--- config.mk ---
export PLATFORM = sky130hd
export DESIGN_NAME = scalar_kalman_smoother
export DESIGN_NICKNAME = d
export VERILOG_FILES = /design/src/rtl/sks_pkg.sv /design/src/rtl/sks_datapath.sv /design/src/rtl/sks_ctrl.sv /design/src/rtl/scalar_kalman_smoother.sv
export SDC_FILE = /design/constraint.sdc
export NUM_CORES = 2
export LEC_CHECK = 0
export ABC_AREA = 1
export BUFFER_PORTS_ARGS = -buffer_cell sky130_fd_sc_hd__clkbuf_2
export CAP_MARGIN = 20
export CORE_MARGIN = 3
export CORE_UTILIZATION = 60
export CTS_BUF_LIST = sky130_fd_sc_hd__clkbuf_8 sky130_fd_sc_hd__clkbuf_16
export DETAILED_ROUTE_END_ITERATION = 10
export PLACE_DENSITY = 0.74
export SLEW_MARGIN = 25
export SYNTH_ARGS = -nofsm -noshare
export SYNTH_HDL_FRONTEND = slang
export SYNTH_HIERARCHICAL = 1
export SYNTH_SLANG_ARGS = --single-unit
--- constraint.sdc ---
create_clock -name clk -period 14.9 [get_ports clk]
set_input_delay 1.49 -clock clk [delete_from_list [all_inputs] [get_ports clk]]
set_output_delay 1.49 -clock clk [all_outputs]
set_load 0.05 [all_outputs]
--- src/rtl/sks_pkg.sv ---
// Shared types and constants for the scalar Kalman smoother.
// Payload structs, controller/datapath command and status, register map codes.
// No dependencies.
`default_nettype none
package sks_pkg;

  typedef struct packed {
    logic signed [31:0] measured_sample;
    logic        [31:0] elapsed_time;
  } sks_in_t;

  typedef struct packed {
    logic signed [31:0] filtered_value;
    logic signed [31:0] prior_estimate;
    logic        [16:0] gain_out;
    logic        [31:0] variance_out;
  } sks_out_t;

  // Q16.16 / Q1.16 constants
  localparam logic [16:0] ONE_Q16     = 17'h1_0000;
  localparam logic [31:0] VAR_MAX     = 32'hFFFF_FFFF;
  localparam logic [31:0] SNV_RESET   = 32'h0001_0000;
  localparam logic [31:0] IEV_RESET   = 32'h0001_0000;
  localparam logic [4:0]  DIV_STEPS_M1 = 5'd16;

  typedef enum logic [1:0] {
    REG_SNV = 2'd0,
    REG_IEV = 2'd1,
    REG_RNV = 2'd2,
    REG_PNC = 2'd3
  } sks_reg_t;

  // operand pairs for the shared multiplier
  typedef enum logic [1:0] {
    MUL_RATE = 2'd0,
    MUL_VAR  = 2'd1,
    MUL_MEAS = 2'd2,
    MUL_OLD  = 2'd3
  } sks_mul_sel_t;

  typedef struct packed {
    logic         sample_load;
    logic         mul_en;
    sks_mul_sel_t mul_sel;
    logic         sum_load;
    logic         div_init;
    logic         div_step;
    logic         gain_load;
    logic         var_load;
    logic         acc_load;
    logic         commit;
    logic         result_load;
  } sks_cmd_t;

  typedef struct packed {
    logic hold;
    logic div_last;
  } sks_status_t;

endpackage
`default_nettype wire

--- src/rtl/sks_datapath.sv ---
// Datapath of the scalar Kalman smoother: shared multiplier, serial divider,
// filter state and the result register. Driven by sks_ctrl; uses sks_pkg.
`default_nettype none
module sks_datapath (
  input  logic                clk,
  input  logic                rst,
  input  sks_pkg::sks_cmd_t    cmd,
  output sks_pkg::sks_status_t status,
  input  sks_pkg::sks_in_t     sample,
  input  logic [31:0]         snv,
  input  logic [31:0]         rnv,
  input  logic [31:0]         pnc,
  input  logic                var_wr,
  input  logic [31:0]         var_wdata,
  output sks_pkg::sks_out_t    result
);
  import sks_pkg::*;

  // item registers
  logic signed [31:0] meas;
  logic        [31:0] dt;
  logic        [63:0] prod;
  logic        [31:0] p;
  logic        [32:0] denom;
  logic        [33:0] rem;
  logic        [16:0] quo;
  logic        [4:0]  div_cnt;
  logic        [16:0] gain;
  logic        [31:0] var_new;
  logic signed [48:0] acc;

  // filter state
  logic        [31:0] est_var;
  logic signed [31:0] cur_est;
  logic signed [31:0] prev_est;
  logic        [16:0] cur_gain;

  logic signed [32:0] mul_a;
  logic signed [32:0] mul_b;
  logic signed [65:0] mul_full;
  logic        [16:0] omk;
  logic        [48:0] psum;
  logic               rem_ge;
  logic        [33:0] rem_sub;
  logic signed [48:0] blend_sum;

  assign omk = ONE_Q16 - gain;

  always_comb begin
    case (cmd.mul_sel)
      MUL_RATE: begin
        mul_a = {1'b0, rnv};
        mul_b = {1'b0, dt};
      end
      MUL_VAR: begin
        mul_a = {1'b0, p};
        mul_b = {16'b0, omk};
      end
      MUL_MEAS: begin
        mul_a = {meas[31], meas};
        mul_b = {16'b0, gain};
      end
      default: begin
        mul_a = {cur_est[31], cur_est};
        mul_b = {16'b0, omk};
      end
    endcase
  end

  assign mul_full = mul_a * mul_b;

  // grown variance: P + Q + (rate * dt >> 16), saturated to 32 bits
  assign psum = {17'b0, est_var} + {17'b0, pnc} + {1'b0, prod[63:16]};

  // restoring divider step; remainder stays below twice the divisor
  assign rem_ge  = (rem >= {1'b0, denom});
  assign rem_sub = rem_ge ? (rem - {1'b0, denom}) : rem;

  // rounded half up, arithmetic shift by 16
  assign blend_sum = acc + $signed(prod[48:0]) + 49'sd32768;

  always_ff @(posedge clk) begin
    if (cmd.sample_load) begin
      meas <= sample.measured_sample;
      dt   <= sample.elapsed_time;
    end
    if (cmd.mul_en) begin
      prod <= mul_full[63:0];
    end
    if (cmd.sum_load) begin
      p <= (|psum[48:32]) ? VAR_MAX : psum[31:0];
    end
    if (cmd.div_init) begin
      denom <= {1'b0, p} + {1'b0, snv};
      rem   <= {2'b0, p};
      quo   <= '0;
    end else if (cmd.div_step) begin
      rem <= {rem_sub[32:0], 1'b0};
      quo <= {quo[15:0], rem_ge};
    end
    if (cmd.gain_load) begin
      if (denom == '0) begin
        gain <= '0;
      end else if (quo > ONE_Q16) begin
        gain <= ONE_Q16;
      end else begin
        gain <= quo;
      end
    end
    if (cmd.var_load) begin
      var_new <= prod[47:16];
    end
    if (cmd.acc_load) begin
      acc <= $signed(prod[48:0]);
    end
    if (cmd.result_load) begin
      result.filtered_value <= cur_est;
      result.prior_estimate <= prev_est;
      result.gain_out       <= cur_gain;
      result.variance_out   <= est_var;
    end
  end

  always_ff @(posedge clk) begin
    if (rst) begin
      div_cnt <= '0;
    end else if (cmd.div_init) begin
      div_cnt <= DIV_STEPS_M1;
    end else if (cmd.div_step && div_cnt != '0) begin
      div_cnt <= div_cnt - 5'd1;
    end
  end

  always_ff @(posedge clk) begin
    if (rst) begin
      est_var  <= IEV_RESET;
      cur_est  <= '0;
      prev_est <= '0;
      cur_gain <= '0;
    end else if (var_wr) begin
      est_var <= var_wdata;
    end else if (cmd.commit) begin
      est_var  <= var_new;
      prev_est <= cur_est;
      cur_est  <= blend_sum[47:16];
      cur_gain <= gain;
    end
  end

  assign status.hold     = (dt == '0);
  assign status.div_last = (div_cnt == '0);

endmodule
`default_nettype wire

--- src/rtl/sks_ctrl.sv ---
// Sequencer for the scalar Kalman smoother: handshakes and datapath commands.
// Uses sks_pkg; pairs with sks_datapath.
`default_nettype none
module sks_ctrl (
  input  logic                clk,
  input  logic                rst,
  input  logic                sample_valid,
  output logic                sample_ready,
  output logic                result_valid,
  input  logic                result_ready,
  output sks_pkg::sks_cmd_t    cmd,
  input  sks_pkg::sks_status_t status
);
  import sks_pkg::*;

  typedef enum logic [10:0] {
    S_IDLE  = 11'b000_0000_0001,
    S_RATE  = 11'b000_0000_0010,
    S_SUM   = 11'b000_0000_0100,
    S_DINIT = 11'b000_0000_1000,
    S_DIV   = 11'b000_0001_0000,
    S_GAIN  = 11'b000_0010_0000,
    S_MVAR  = 11'b000_0100_0000,
    S_MMEAS = 11'b000_1000_0000,
    S_MOLD  = 11'b001_0000_0000,
    S_BLEND = 11'b010_0000_0000,
    S_OUT   = 11'b100_0000_0000
  } state_t;

  state_t state;
  state_t state_next;
  logic   result_valid_next;
  logic   slot_free;

  assign sample_ready = (state == S_IDLE);
  assign slot_free    = !result_valid || result_ready;

  always_comb begin
    state_next = state;
    cmd        = '0;
    cmd.mul_sel = MUL_RATE;
    unique case (state)
      S_IDLE: begin
        if (sample_valid) begin
          cmd.sample_load = 1'b1;
          state_next      = S_RATE;
        end
      end
      S_RATE: begin
        // zero elapsed time: report the stored state unchanged
        if (status.hold) begin
          state_next = S_OUT;
        end else begin
          cmd.mul_en = 1'b1;
          state_next = S_SUM;
        end
      end
      S_SUM: begin
        cmd.sum_load = 1'b1;
        state_next   = S_DINIT;
      end
      S_DINIT: begin
        cmd.div_init = 1'b1;
        state_next   = S_DIV;
      end
      S_DIV: begin
        cmd.div_step = 1'b1;
        if (status.div_last) begin
          state_next = S_GAIN;
        end
      end
      S_GAIN: begin
        cmd.gain_load = 1'b1;
        state_next    = S_MVAR;
      end
      S_MVAR: begin
        cmd.mul_en  = 1'b1;
        cmd.mul_sel = MUL_VAR;
        state_next  = S_MMEAS;
      end
      S_MMEAS: begin
        cmd.var_load = 1'b1;
        cmd.mul_en   = 1'b1;
        cmd.mul_sel  = MUL_MEAS;
        state_next   = S_MOLD;
      end
      S_MOLD: begin
        cmd.acc_load = 1'b1;
        cmd.mul_en   = 1'b1;
        cmd.mul_sel  = MUL_OLD;
        state_next   = S_BLEND;
      end
      S_BLEND: begin
        cmd.commit = 1'b1;
        state_next = S_OUT;
      end
      S_OUT: begin
        if (slot_free) begin
          cmd.result_load = 1'b1;
          state_next      = S_IDLE;
        end
      end
      default: begin
        state_next = S_IDLE;
      end
    endcase
  end

  always_comb begin
    if (cmd.result_load) begin
      result_valid_next = 1'b1;
    end else if (result_ready) begin
      result_valid_next = 1'b0;
    end else begin
      result_valid_next = result_valid;
    end
  end

  always_ff @(posedge clk) begin
    if (rst) begin
      state        <= S_IDLE;
      result_valid <= 1'b0;
    end else begin
      state        <= state_next;
      result_valid <= result_valid_next;
    end
  end

endmodule
`default_nettype wire

--- src/rtl/scalar_kalman_smoother.sv ---
// Scalar Kalman smoother, Q16.16. A sample with zero elapsed time is a hold:
// the stored state is reported unchanged. An update runs the 17-step serial
// gain divider and four passes through the shared 33x33 multiplier. One sample
// is worked on at a time; the next is taken once the last result is loaded.
// A result waits in an output register while the next sample is taken.
// Reset (rst, synchronous): registers to defaults, variance to 1.0, state zero.
`default_nettype none
module scalar_kalman_smoother (
  input  logic              clk,
  input  logic              rst,
  input  logic              psel,
  input  logic              penable,
  input  logic              pwrite,
  input  logic [3:0]        paddr,
  input  logic [31:0]       pwdata,
  output logic [31:0]       prdata,
  output logic              pready,
  input  logic              sample_valid,
  output logic              sample_ready,
  input  sks_pkg::sks_in_t  sample,
  output logic              result_valid,
  input  logic              result_ready,
  output sks_pkg::sks_out_t result
);
  import sks_pkg::*;

  logic [31:0] snv;
  logic [31:0] iev;
  logic [31:0] rnv;
  logic [31:0] pnc;
  logic        wr_en;
  sks_reg_t    reg_sel;
  logic        var_wr;
  sks_cmd_t    cmd;
  sks_status_t status;

  assign pready  = 1'b1;
  assign wr_en   = psel && penable && pwrite;
  assign reg_sel = sks_reg_t'(paddr[3:2]);
  assign var_wr  = wr_en && (reg_sel == REG_IEV);

  always_ff @(posedge clk) begin
    if (rst) begin
      snv <= SNV_RESET;
      iev <= IEV_RESET;
      rnv <= '0;
      pnc <= '0;
    end else if (wr_en) begin
      unique case (reg_sel)
        REG_SNV: snv <= pwdata;
        REG_IEV: iev <= pwdata;
        REG_RNV: rnv <= pwdata;
        REG_PNC: pnc <= pwdata;
        default: ;
      endcase
    end
  end

  always_comb begin
    unique case (reg_sel)
      REG_SNV: prdata = snv;
      REG_IEV: prdata = iev;
      REG_RNV: prdata = rnv;
      REG_PNC: prdata = pnc;
      default: prdata = '0;
    endcase
  end

  sks_ctrl u_ctrl (
    .clk          (clk),
    .rst          (rst),
    .sample_valid (sample_valid),
    .sample_ready (sample_ready),
    .result_valid (result_valid),
    .result_ready (result_ready),
    .cmd          (cmd),
    .status       (status)
  );

  sks_datapath u_datapath (
    .clk       (clk),
    .rst       (rst),
    .cmd       (cmd),
    .status    (status),
    .sample    (sample),
    .snv       (snv),
    .rnv       (rnv),
    .pnc       (pnc),
    .var_wr    (var_wr),
    .var_wdata (pwdata),
    .result    (result)
  );

endmodule
`default_nettype wire

# Yosys cells after proc, flatten, opt, wreduce, memory -nomap -nowiden
# Index checks and enable logic that the tools add are counted.
# W data, S select, Z words.
# classes
n_addsub	8
n_mul	1
n_div	0
n_lt_le_gt_ge	2
n_eq_ne	19
n_shift	0
n_mux	32
n_bitwise	1
reduce_logical	26
# ops
cell	n
$mux W32	4
$pmux W32 S4	1
$pmux W11 S11	1
$pmux W33 S3	1
$add A32 B32 Y33	2
$mul A33 B33 Y64	1
$pmux W32 S2	1
$add A33 B48 Y49	1
$add A48 B17 Y48 const B	1
$add A48 B48 Y48	1
$mux W11	4
$ge A34 B33 Y1	1
$logic_not A33 Y1	1
$mux W33	1
$sub A33 B33 Y33	1
$logic_not A32 Y1	1
$gt A17 B17 Y1 const B	1
$mux W17	1
$reduce_or A17 Y1	1
$sub A17 B17 Y17 const A	1
$mux W1	14
$eq A11 B1 Y1 const B	1
$eq A11 B10 Y1 const B	1
$eq A11 B11 Y1 const B	1
other kinds (28)	45
# totals
ff_bits	712
latch_bits	0
ram_bits	0
mem_bits_ro	0
in_bits	107
out_inout_bits	148
mem_count	0

# Depth between registers and ports, before layout
# depth
word_depth	5
depth_mapped	46
depth_no_buf	45

# Cells and area by module
# The synthesis kept the hierarchy.
# modules_own_cells
module	n_inst	cells_per_inst	area_per_inst_um2	seq_area_each_um2
sks_datapath	1	8090	68992.4	15805.2
scalar_kalman_smoother	1	914	5970.7	2562.5
sks_ctrl	1	115	813.3	240.2

# Worst setup path before layout
# OpenSTA, ideal clock, no wires.
# synth_timing
kind	register -> register
startpoint	register u_ctrl.state[9]
endpoint	register u_datapath.prod[60] (data pin)
setup_time_ns	0.252
t_arrival_ns	9.291
setup_slack_ns	5.357
path_stages_with_launch	38
path_buffers	2
synth_period_minus_slack_ns	9.543
cell_sequence	dfxtp_1 nor2_4 nand2_4 nor3_4 inv_1 nand2_1 nor2_1 inv_1 buf_2 buf_2 nor2_1 a21oi_1 nand2_1 inv_1 nand2_1 fa_1 inv_1 fa_1 [2 not listed] inv_1 fa_1 inv_1 fa_1 inv_1 fa_1 fa_1 fa_1 ha_1 nand2_1 nor2_1 inv_1 nor4_1 inv_1 nor4_1 nand2_1 nand3_1 nand2_1
# synth_rtl
element	line	rtl
start, declared	sks_ctrl.sv:30	state_t state;
start signal, assigned	sks_ctrl.sv:124	state <= state_next;
end signal, assigned	sks_datapath.sv:88	prod <= mul_full[63:0];
end, declared	sks_datapath.sv:22	logic [63:0] prod;

==> results.cfg <==
[run_status]
status = finished clean

[sta]
slew_headroom_pct = 23.4
min_period_ns = 11.55
tightest_slew_ns = 1.15
fin_setup_tns_ns = 0
finalHoldViolCount = 0
setup_ws_ns = 3.35
finalCritPeriodShare_pct = 77.5
final_max_slew_viol_count = 0
skew_ns = 0.0530
rsz0062_at_grt = no
setup_violations = 0
max_freq_mhz = 86.6

[drt]
viasPerCell = 5.78
drc = 0
drt_wl_total_mm = 256
dr.pass1.iters = 10
wl_per_cell_um = 23.3
vias = 63400
first_iter_violations = 6690
ant_nets = 0

[setup_path]
cp_slowest_cell = fa_1
reg2reg_from = u_ctrl/state[9]$_SDFFE_PP0P_
cp-end-kind = register
arrival_ns = 11.96
cpMostUsedCell = inv_1
critPathKind = reg -> reg
slowest_delay_ns = 0.90
r2r_end = u_datapath/prod[60]$_DFFE_PP_
cp.required_ns = 15.31
r2r_cells = 38
r2r_setup_slack_ns = 3.35
crit_path_start_kind = register
worst-path-max-fanout = 34

[clocking]
cts_resized = 0
cts_buffers = 80
clkSlewWorstSetupHoldPaths_ns = 0.06
insertion_delay_ns = 0.70
cts_tree = done
h-tree-depth = 3
clk_path_buf_depth = 3
clock-root-buffer = clkbuf_16
cts_sinks = 712
hold_buffers = 0
postCtsSetupRepairBufs = 0

[cells_and_area]
syn_to_final_growth_pct = 7.46
fill_cells = 10600
final_cell_mix = nand2_1 (1,819), inv_1 (1,798), nor2_1 (1,327)
multi_input_area_um2 = 49100
layout_commonest_cell = nand2_1
seqCellArea_um2 = 18600
num-nets-final = 10900
stdcell_count = 11000
drive_gt1_share_pct = 6.74
final_area_um2 = 81400

[yosys]
synth_top_cell_by_area = fa_1
syn_avg_cell_area_um2 = 8.31
synth_top_area_share_pct = 29.8
synthArstFlopShare_pct = 0
synth-adder-area-share_pct = 36.0
ys_types = 60
synthCells = 9119
yosys.area_share.simple_pct = 21.1
seq_area_frac_synth_pct = 24.6
synth.area.mux_share_pct = 0
synth.area.top_cells = fa_1 (30%), edfxtp_1 (17%), nand2_1 (9.0%)
syn_area_um2 = 75800
yosysWarnings = 6
synth_edf_count = 435
synth_top_family_by_area = adder cells
synth-compound-area-share_pct = 5.45
synth_flop_cell = edfxtp_1
synth_xor_area_share_pct = 1.87
ys_ff_latch = 712

[placed_design]
placed_area_um2 = 78600
gp_congestion = 1.05
portBuffers = 251
dpl.cell_count = 10800
hpwl_mm = 206
dp_slack_ns = 3.27

[hold_path]
holdPathStages = 0
min-delay-start = u_datapath/prev_est[20]$_SDFFE_PP0P_
hold_end = u_datapath/result[69]$_DFFE_PP_
holdCritPathClass = reg -> reg

[global_routing]
grt_max_degree = 127
antenna_found_initial = 7
grt_overflow = 0
grt_usage_pct = 39.6
grt_first_pass_wirelength_mm = 387
grt_pass1_vias = 64300

[die]
chipHeight_um = 361
core_area_um2 = 125000
start_util_pct = 60.8
die_area_um2 = 131000
die_x_um = 361
io_pins = 255
rows = 129

[power_and_ir_drop]
finalPower_w = 0.00705
power_density_nw_per_um2 = 86.6
ir_worst_vdd_v = 0.000176
p_leak_nw = 40.1

[run]
cap_violations = 0
## synth_stat cells (all sizes together) (90+ instances only)
cell / instances
nand2: 1848
inv: 1803
nor2: 1374
fa: 1128
edfxtp: 435
nand3: 408
ha: 377
a21oi: 303
dfxtp: 277
o21ai: 250
clkbuf: 185
buf: 127
nand4: 118
xor2: 90
## cells by family (layout without fill, tap and decap cells)
kind of cell	after synthesis	count (layout)
buf+inv	2130	2324
other cells	3	33
simple gates	3872	3872
fa+ha+maj	1505	1505
flops	712	712
compound gates	735	735
xor+xnor	162	162
## metrics by stage
stage / hold slack [ns] / util [%]
2_1_floorplan: 0.403 / -
3_3_place_gp: 0.411 / 63.1
3_5_place_dp: 0.408 / 63.1
4_1_cts: 0.423 / 65.3
5_1_grt: 0.435 / 65.3
6_report: 0.425 / 65.3
## worst max-delay path, delay by kind of cell, from the launching register on
| kind | cells | cell delay (ns) |
|---|---|---|
| AOI/OAI and AO/OA | 2 | 0.87 |
| adders and majority gates | 9 | 4.82 |
| buffers and inverters | 13 | 2.31 |
| DFF | 1 | 0.35 |
| and+or+nand+nor | 14 | 2.83 |
## layer usage
layer,GRT usage [%],wire [um],vias to the layer above
li1,-,-,28200
met1,46.8,88800,30700
met3,8.50,25100,1039
met5,0,44,-
met2,64.1,118000,3533
met4,29.2,24400,6
## worst max path at each step
stage,start,to,slack [ns],cells past startpoint
3_3_place_gp,u_ctrl/state[4]$_SDFFE_PP0P_,u_datapath/prod[60]$_DFFE_PP_,3.50,38
2_1_floorplan,u_ctrl/state[9]$_SDFFE_PP0P_,u_datapath/prod[60]$_DFFE_PP_,5.36,37
3_5_place_dp,u_ctrl/state[4]$_SDFFE_PP0P_,u_datapath/prod[60]$_DFFE_PP_,3.27,37
5_1_grt,u_ctrl/state[4]$_SDFFE_PP0P_,u_datapath/prod[60]$_DFFE_PP_,2.72,41
6_report,u_ctrl/state[9]$_SDFFE_PP0P_,u_datapath/prod[60]$_DFFE_PP_,3.35,38
4_1_cts,u_ctrl/state[4]$_SDFFE_PP0P_,u_datapath/prod[60]$_DFFE_PP_,3.21,38
## cell type report
type	instances	share of cell area, %
repair buffers	359	2.56
flip-flops and latches	712	22.9
multi-input cells	6301	60.3
inverters	1817	8.38
well taps	1637	2.52
clock buffers	82	2.49
diodes	6	0.0184
clock inverters	66	0.927
## state kept, by name (all words and copies together) (netlist names), 33 cells and up
register / count
u_datapath/denom: 33
u_datapath/rem: 34
u_datapath/prod: 64
u_datapath/result: 113
u_datapath/acc: 48
## where the power goes
part / total, W / leakage (nW) / internal, W / switching, W
Combinational: 0.00272 / 32.4 / 0.000974 / 0.00175
Sequential: 0.00224 / 6.28 / 0.00220 / 0.0000447
Clock: 0.00208 / 1.39 / 0.00122 / 0.000865
Total: 0.00705 / 40.1 / 0.00439 / 0.00266
No activity file was read; power rests on OpenSTA's default activity.
